===== config.mk =====
export PLATFORM = sky130hd
export DESIGN_NAME = hs3d_ctrl
export DESIGN_NICKNAME = d
export VERILOG_FILES = /design/src/rtl/hs3d_pkg.sv /design/src/rtl/hs3d_ctrl.sv
export SDC_FILE = /design/constraint.sdc
export NUM_CORES = 1
export LEC_CHECK = 0
export BUFFER_PORTS_ARGS = -buffer_cell sky130_fd_sc_hd__buf_2
export CAP_MARGIN = 40
export CORE_MARGIN = 2
export CORE_UTILIZATION = 60
export DETAILED_ROUTE_END_ITERATION = 12
export PLACE_DENSITY = 0.81
export SETUP_SLACK_MARGIN = 0.1
export SLEW_MARGIN = 0
export SYNTH_ARGS = -nofsm -noshare
export SYNTH_HDL_FRONTEND = slang
export SYNTH_SLANG_ARGS = --single-unit

===== constraint.sdc =====
create_clock -name clk -period 8.5 [get_ports clk]
set_input_delay 1.275 -clock clk [delete_from_list [all_inputs] [get_ports clk]]
set_output_delay 1.275 -clock clk [all_outputs]
set_load 0.01 [all_outputs]

===== src/rtl/hs3d_pkg.sv =====
package hs3d_pkg;

	// Defaults for the top-level parameters
	localparam int MAX_DIM_DEF    = 32;
	localparam int VALUE_BITS_DEF = 32;

	// Fixed field and register widths
	localparam int DIM_W       = 6;
	localparam int ALPHA_W     = 16;
	localparam int ALPHA_BIT_W = $clog2(ALPHA_W);
	localparam int STEPS_W     = 16;
	localparam int CFG_W       = 16;
	localparam int CFG_IDX_W   = 3;
	localparam int ADDR_W      = 15;
	localparam int FIELD_W     = 32;

	// Register indexes on the configuration port
	localparam logic [CFG_IDX_W-1:0] CFG_ALPHA       = 3'd0;
	localparam logic [CFG_IDX_W-1:0] CFG_TIME_STEPS  = 3'd1;
	localparam logic [CFG_IDX_W-1:0] CFG_GRID_WIDTH  = 3'd2;
	localparam logic [CFG_IDX_W-1:0] CFG_GRID_HEIGHT = 3'd3;
	localparam logic [CFG_IDX_W-1:0] CFG_GRID_DEPTH  = 3'd4;

	// Input opcodes
	localparam logic [1:0] OP_WRITE = 2'd0;
	localparam logic [1:0] OP_RUN   = 2'd1;
	localparam logic [1:0] OP_READ  = 2'd2;

	// Result kinds
	localparam logic KIND_READ = 1'b0;
	localparam logic KIND_DONE = 1'b1;

	typedef enum logic [3:0] {
		ST_IDLE,
		ST_RD,
		ST_SETUP,
		ST_NEXT,
		ST_FETCH,
		ST_LAST,
		ST_MINIT,
		ST_MUL,
		ST_RND,
		ST_FIN,
		ST_DONE
	} ctrl_state_t;

	typedef enum logic [2:0] {
		ALU_HOLD,
		ALU_CENTRE,
		ALU_ADD,
		ALU_MINIT,
		ALU_MUL,
		ALU_RND
	} alu_op_t;

	typedef struct packed {
		alu_op_t                 op;
		logic [ALPHA_BIT_W-1:0] bit_idx;
	} alu_ctl_t;

	typedef struct packed {
		logic re;
		logic rd_b;
		logic we_a;
		logic we_b;
		logic wsel_alu;
	} mem_ctl_t;

	typedef struct packed {
		logic load;
		logic kind;
		logic zero;
	} out_ctl_t;

endpackage


===== src/rtl/hs3d_ctrl.sv =====
module hs3d_ctrl #(
	parameter int MAX_DIM = hs3d_pkg::MAX_DIM_DEF
) (
	input  logic                                       clk,
	input  logic                                       arst_n,
	input  logic                                       in_valid,
	output logic                                       in_stall,
	input  logic [1:0]                                 opcode,
	input  logic [$clog2(MAX_DIM*MAX_DIM*MAX_DIM)-1:0] item_addr,
	input  logic                                       item_addr_ok,
	input  logic [hs3d_pkg::STEPS_W-1:0]               time_steps,
	input  logic [hs3d_pkg::DIM_W-1:0]                 dim_w,
	input  logic [hs3d_pkg::DIM_W-1:0]                 dim_h,
	input  logic [hs3d_pkg::DIM_W-1:0]                 dim_d,
	input  logic                                       out_free,
	output hs3d_pkg::mem_ctl_t                         mem_ctl,
	output logic [$clog2(MAX_DIM*MAX_DIM*MAX_DIM)-1:0] raddr,
	output logic [$clog2(MAX_DIM*MAX_DIM*MAX_DIM)-1:0] waddr,
	output hs3d_pkg::alu_ctl_t                         alu_ctl,
	output hs3d_pkg::out_ctl_t                         out_ctl
);

	localparam int AW     = $clog2(MAX_DIM * MAX_DIM * MAX_DIM);
	localparam int DW     = hs3d_pkg::DIM_W;
	localparam int IW_RAW = (MAX_DIM > 2) ? $clog2(MAX_DIM) : 1;
	localparam int IW     = (IW_RAW < DW) ? IW_RAW : DW;
	localparam logic [2:0] FETCH_LAST = 3'd6;

	hs3d_pkg::ctrl_state_t state_q, state_d;

	logic                               cur_b_q;
	logic                               rd_oor_q;
	logic [hs3d_pkg::STEPS_W-1:0]       steps_left_q;
	logic [AW-1:0]                      plane_q;
	logic [AW-1:0]                      c_q;
	logic [IW-1:0]                      i_q, j_q, k_q;
	logic [2:0]                         step_q;
	logic [hs3d_pkg::ALPHA_BIT_W-1:0]   mul_q;
	logic [2*DW-1:0]                    plane_full;
	logic [AW-1:0]                      w_a;
	logic                               accept;
	logic                               i_last, j_last, k_last, cell_last;
	logic [AW-1:0]                      fetch_addr;

	assign accept     = in_valid && (state_q == hs3d_pkg::ST_IDLE);
	assign in_stall   = (state_q != hs3d_pkg::ST_IDLE);
	assign plane_full = (2*DW)'(dim_w) * (2*DW)'(dim_h);
	assign w_a        = AW'(dim_w);
	assign k_last     = (DW'(k_q) == dim_w - DW'(1));
	assign j_last     = (DW'(j_q) == dim_h - DW'(1));
	assign i_last     = (DW'(i_q) == dim_d - DW'(1));
	assign cell_last  = i_last && j_last && k_last;

	// Seven reads per cell: centre, then the three axis pairs
	always_comb begin
		case (step_q)
			3'd0: fetch_addr = c_q;
			3'd1: fetch_addr = c_q - AW'(1);
			3'd2: fetch_addr = k_last ? c_q : c_q + AW'(1);
			3'd3: fetch_addr = c_q - w_a;
			3'd4: fetch_addr = j_last ? c_q : c_q + w_a;
			3'd5: fetch_addr = c_q - plane_q;
			3'd6: fetch_addr = i_last ? c_q : c_q + plane_q;
			default: fetch_addr = c_q;
		endcase
	end

	// Next state
	always_comb begin
		state_d = state_q;
		case (state_q)
			hs3d_pkg::ST_IDLE: begin
				if (accept) begin
					case (opcode)
						hs3d_pkg::OP_READ: state_d = hs3d_pkg::ST_RD;
						hs3d_pkg::OP_RUN:  state_d = hs3d_pkg::ST_SETUP;
						default:           state_d = hs3d_pkg::ST_IDLE;
					endcase
				end
			end
			hs3d_pkg::ST_RD: begin
				if (out_free) begin
					state_d = hs3d_pkg::ST_IDLE;
				end
			end
			hs3d_pkg::ST_SETUP: state_d = hs3d_pkg::ST_NEXT;
			hs3d_pkg::ST_NEXT: begin
				state_d = (steps_left_q == '0) ? hs3d_pkg::ST_DONE : hs3d_pkg::ST_FETCH;
			end
			hs3d_pkg::ST_FETCH: begin
				if (step_q == FETCH_LAST) begin
					state_d = hs3d_pkg::ST_LAST;
				end
			end
			hs3d_pkg::ST_LAST:  state_d = hs3d_pkg::ST_MINIT;
			hs3d_pkg::ST_MINIT: state_d = hs3d_pkg::ST_MUL;
			hs3d_pkg::ST_MUL: begin
				if (mul_q == '0) begin
					state_d = hs3d_pkg::ST_RND;
				end
			end
			hs3d_pkg::ST_RND: state_d = hs3d_pkg::ST_FIN;
			hs3d_pkg::ST_FIN: begin
				state_d = cell_last ? hs3d_pkg::ST_NEXT : hs3d_pkg::ST_FETCH;
			end
			hs3d_pkg::ST_DONE: begin
				if (out_free) begin
					state_d = hs3d_pkg::ST_IDLE;
				end
			end
			default: state_d = hs3d_pkg::ST_IDLE;
		endcase
	end

	// Outputs per state
	always_comb begin
		mem_ctl         = '0;
		mem_ctl.rd_b    = cur_b_q;
		raddr           = fetch_addr;
		waddr           = c_q;
		alu_ctl.op      = hs3d_pkg::ALU_HOLD;
		alu_ctl.bit_idx = mul_q;
		out_ctl         = '0;
		case (state_q)
			hs3d_pkg::ST_IDLE: begin
				raddr = item_addr;
				waddr = item_addr;
				if (accept && opcode == hs3d_pkg::OP_WRITE && item_addr_ok) begin
					mem_ctl.we_a = 1'b1;
					mem_ctl.we_b = 1'b1;
				end
				if (accept && opcode == hs3d_pkg::OP_READ) begin
					mem_ctl.re = 1'b1;
				end
			end
			hs3d_pkg::ST_RD: begin
				out_ctl.load = out_free;
				out_ctl.kind = hs3d_pkg::KIND_READ;
				out_ctl.zero = rd_oor_q;
			end
			hs3d_pkg::ST_FETCH: begin
				mem_ctl.re = 1'b1;
				if (step_q == 3'd1) begin
					alu_ctl.op = hs3d_pkg::ALU_CENTRE;
				end else if (step_q != 3'd0) begin
					alu_ctl.op = hs3d_pkg::ALU_ADD;
				end
			end
			hs3d_pkg::ST_LAST:  alu_ctl.op = hs3d_pkg::ALU_ADD;
			hs3d_pkg::ST_MINIT: alu_ctl.op = hs3d_pkg::ALU_MINIT;
			hs3d_pkg::ST_MUL:   alu_ctl.op = hs3d_pkg::ALU_MUL;
			hs3d_pkg::ST_RND:   alu_ctl.op = hs3d_pkg::ALU_RND;
			hs3d_pkg::ST_FIN: begin
				mem_ctl.we_a     = cur_b_q;
				mem_ctl.we_b     = !cur_b_q;
				mem_ctl.wsel_alu = 1'b1;
			end
			hs3d_pkg::ST_DONE: begin
				out_ctl.load = out_free;
				out_ctl.kind = hs3d_pkg::KIND_DONE;
				out_ctl.zero = 1'b1;
			end
			default: begin
			end
		endcase
	end

	// State, sweep counters and cell walk
	always_ff @(posedge clk or negedge arst_n) begin
		if (!arst_n) begin
			state_q      <= hs3d_pkg::ST_IDLE;
			cur_b_q      <= 1'b0;
			rd_oor_q     <= 1'b0;
			steps_left_q <= '0;
			plane_q      <= '0;
			c_q          <= '0;
			i_q          <= '0;
			j_q          <= '0;
			k_q          <= '0;
			step_q       <= '0;
			mul_q        <= '0;
		end else begin
			state_q <= state_d;
			case (state_q)
				hs3d_pkg::ST_IDLE: begin
					if (accept && opcode == hs3d_pkg::OP_READ) begin
						rd_oor_q <= !item_addr_ok;
					end
				end
				hs3d_pkg::ST_SETUP: begin
					plane_q      <= AW'(plane_full);
					steps_left_q <= time_steps;
				end
				hs3d_pkg::ST_NEXT: begin
					if (steps_left_q != '0) begin
						steps_left_q <= steps_left_q - 1'b1;
						i_q          <= IW'(1);
						j_q          <= IW'(1);
						k_q          <= IW'(1);
						c_q          <= plane_q + w_a + AW'(1);
						step_q       <= '0;
					end
				end
				hs3d_pkg::ST_FETCH: step_q <= step_q + 3'd1;
				hs3d_pkg::ST_MINIT: mul_q <= '1;
				hs3d_pkg::ST_MUL:   mul_q <= mul_q - 1'b1;
				hs3d_pkg::ST_FIN: begin
					step_q <= '0;
					// Advance along k, then wrap to the next row or plane
					if (!k_last) begin
						k_q <= k_q + IW'(1);
						c_q <= c_q + AW'(1);
					end else if (!j_last) begin
						j_q <= j_q + IW'(1);
						k_q <= IW'(1);
						c_q <= c_q + AW'(2);
					end else if (!i_last) begin
						i_q <= i_q + IW'(1);
						j_q <= IW'(1);
						k_q <= IW'(1);
						c_q <= c_q + w_a + AW'(2);
					end else begin
						cur_b_q <= !cur_b_q;
					end
				end
				default: begin
				end
			endcase
		end
	end

endmodule


==> metrics.cfg <==
[status]
status = completed

[layout]
layout.nets = 1434
insertedDiodeCount = 0
syn2layout_area_growth_pct = 9.25
final_cells = 1478
final_layout_size_suffix_gt1_share_pct = 14.0
stdcell_area_sq_um = 10200
fillers = 1377

[clock_network]
cts_setup_buffers = 0
worstSkewPairLatency_ns = 0.35
htree_levels = 3
post_cts_resized = 0
cts_buffer_depth = 2
cts-buffers-inserted = 9
hold_buffers = 0
ctsRootBufferMaster = clkbuf_16
clkSinkCount = 71
clk_pin_slew_worst_paths_ns = 0.06
cts_tree = yes

[sta]
max_freq_mhz = 165
min_period_ns = 6.07
rsz0062_at_grt = no
finalHoldViolations = 0
timing.final.crit_share_pct = 71.4
setup_tns_ns = 0
worst_pin_slew_ns = 0.930
fin_ws_ns = 2.43
slew_viol_final = 0
finalSetupViolCount = 0
skew_ns = 0.00926
max_slew_margin_pct = 37.7

[route]
ant_nets = 0
drc_errors = 0
vias_per_cell = 6.73
vias = 9941
wirelength_um = 30700
drt_iter0_markers = 1085
first_pass_iters = 6
wl_per_cell_um = 20.8

[floorplanning]
die_x_um = 129
fp.dieH_um = 129
ios = 102
rows = 45
coreArea_sq_um = 15200
initial_utilization_pct = 61.6
fp.dieArea_sq_um = 16600

[synthesis]
yosysUniqueCellTypes = 99
netlist_top_cells_area = dfrtp_1 (19%), ha_1 (9.6%), nand2_1 (6.1%)
ys_async_sr_fraction_pct = 100
synth_flop_cell = dfrtp_1
yosysSeqAreaShare_pct = 19.0
synth_edf_count = 0
ys_top_cells_by_count = nand2_1 (152), nor2_1 (102), o21ai_0 (97)
synth_cells = 1228
synth_top_area_cell = dfrtp_1
synth_nets = 1377
yosysWarnings = 0
synth_top_area_share_pct = 19.0
postSynthAreaPerCell_sq_um = 7.63
yosysMostFrequentCell = nand2_1
synth-seq-cells = 71
synth_area_sq_um = 9360

[global_route]
grt_pass1_wl_um = 49600
grt_use_total_pct = 37.9
grt_pass1_vias = 9411
grt_overflow = 0
grt_max_degree = 65
antenna_found_initial = 0

[place]
gp_congestion = 0.996
place_ws_ns = 2.57
place_hpwl_um = 23400
place_area_sq_um = 9930
placedCellCount = 1462
io_buffers = 101

[power_and_ir_drop]
total_power_uw = 3850
vdd_ir_drop_max_v = 0.000187
p_switching_uw = 2110
pwr-share-seq_pct = 20.8
p_int_uw = 1730
pwr-share-clk_pct = 9.9
switching_share_pct = 54.9
p_comb_share_pct = 69.3
p_leak_uw = 0.00448
p_per_area_nw_per_um2 = 376

[worst_setup_path]
cp.required_ns = 7.22
rr_startpoint = c_q[1]$_DFFE_PN0P_
crit_buf_inv = 3
path_depth = 12
slowest_delay_ns = 0.69
crit_path_end_kind = output pin
worstPathCellList = buf_2, inv_1, ha_1, and2_1, o21a_1, o31ai_1, nand2_1, nand2_1, o211ai_1, a222oi_1, a21oi_1, buf_2
start_kind = primary input
crit_type = in2out
crit_path_top_delay_cell = nand2_1
worstPathMaxFanout = 20
critPathLaunch = dim_w[1]
crit_family = compound AO/OA/AOI/OAI gates
ff2ff_path_depth = 10
cp.arrival_ns = 4.79

[job]
drv_cap = 0

[min_path]
hold_start = rd_oor_q$_DFFE_PN0P_
min_path_cells = 2
hold_path_class = reg2reg

[worst paths after layout]
path                                                to  slack, ns
worst max register to register      c_q[9]$_DFFE_PN0P_       4.22
worst max-delay path                          raddr[8]       2.43
max in group asynchronous       state_q[1]$_DFFE_PN0P_       7.15
min in group asynchronous       plane_q[4]$_DFFE_PN0P_       0.78
worst min register to register    rd_oor_q$_DFFE_PN0P_       0.51
worst min-delay path              rd_oor_q$_DFFE_PN0P_       0.51
[stage by stage]
step / utilization [%] / hold slack (ns)
after floorplan: - / 0.450
after global placement: 64.9 / 0.490
after detailed placement: 65.3 / 0.505
after CTS: 67.3 / 0.518
after global routing: 67.3 / 0.530
final: 67.3 / 0.514
[layer usage]
| layer | track usage [%] | up-vias | part of all wire (%) |
|---|---|---|---|
| met1 | 48.8 | 4634 | 40 |
| met3 | 7.11 | 127 | 9.1 |
| met4 | 20.9 | 0 | 5.9 |
| met2 | 60.1 | 582 | 45 |
| li1 | - | 4598 | - |
| met5 | 0 | - | 0 |
[worst reg2reg max path, stage by stage, from the launching register on]
cell and delay [ns]:
dfrtp_1 0.63, inv_1 0.24, fa_1 0.48, nand2b_1 0.20
a2111oi_2 0.64, nor2_1 0.35, nor4_1 0.43, a32oi_4 0.17
a2111oi_1 0.64, nor2_1 0.10, o32ai_1 0.28
[area by class of cell]
class,count,area [sq um],share of cell area [%]
timing repair buffer,114,633,6.19
clock buffer,9,225,2.20
sequential,71,1780,17.4
inverter,70,263,2.57
tap,188,235,2.30
clock inverter,7,73.8,0.722
multi-input combinational,1019,7020,68.7
[state kept, by name, indices dropped and copies added, names as in the netlist]
signal / count
state_q: 4
steps_left_q: 16
i_q: 5
rd_oor_q: 1
j_q: 5
k_q: 5
mul_q: 4
cur_b_q: 1
c_q: 15
plane_q: 12
step_q: 3
[cell families (layout without fill, tap and decap cells)]
family | after synthesis | in the layout | share of synthesized area (%)
multiplexers | 10 | 10 | 1.16
flip-flops | 71 | 71 | 19.0
adder cells (fa/ha/maj) | 93 | 93 | 14.1
AO/OA/AOI/OAI | 389 | 389 | 29.0
XOR/XNOR | 73 | 73 | 6.91
AND/OR/NAND/NOR | 454 | 454 | 23.6
buffers and inverters | 138 | 200 | 6.25
[cell usage in the layout (no fill, tap or decap), types with 6 or more instances in the layout]
cell / n
o211ai_1: 15
nor3_1: 28
nand3_1: 42
o22ai_1: 9
fa_1: 21
inv_1: 69
dfrtp_1: 71
ha_1: 72
nor2b_1: 6
buf_2: 100
clkbuf_16: 9
o21ai_0: 97
nor2_1: 102
buf_4: 12
a211oi_1: 15
and3_1: 12
mux2_2: 7
o21a_1: 6
nand2b_1: 11
nor4_1: 11
xnor2_1: 45
a22oi_1: 13
o21bai_1: 8
or2_2: 10
nand2_1: 152
a21o_1: 18
xor2_1: 27
nand4_1: 8
a31oi_1: 15
or3_1: 10
a2bb2oi_1: 6
o31ai_1: 9
a21oi_1: 85
and2_1: 30
a221oi_1: 14
[power by group through the flow]
| stage | clock (uW) | sequential [uW] | combinational (uW) |
|---|---|---|---|
| after floorplan | 0 | 609 | 1960 |
| after global placement | 0 | 780 | 2520 |
| after detailed placement | 0 | 783 | 2580 |
| after CTS | 386 | 779 | 2600 |
| after global routing | 402 | 815 | 2910 |
| final | 382 | 800 | 2660 |
Note: power is estimated with default switching activity, not from simulation.
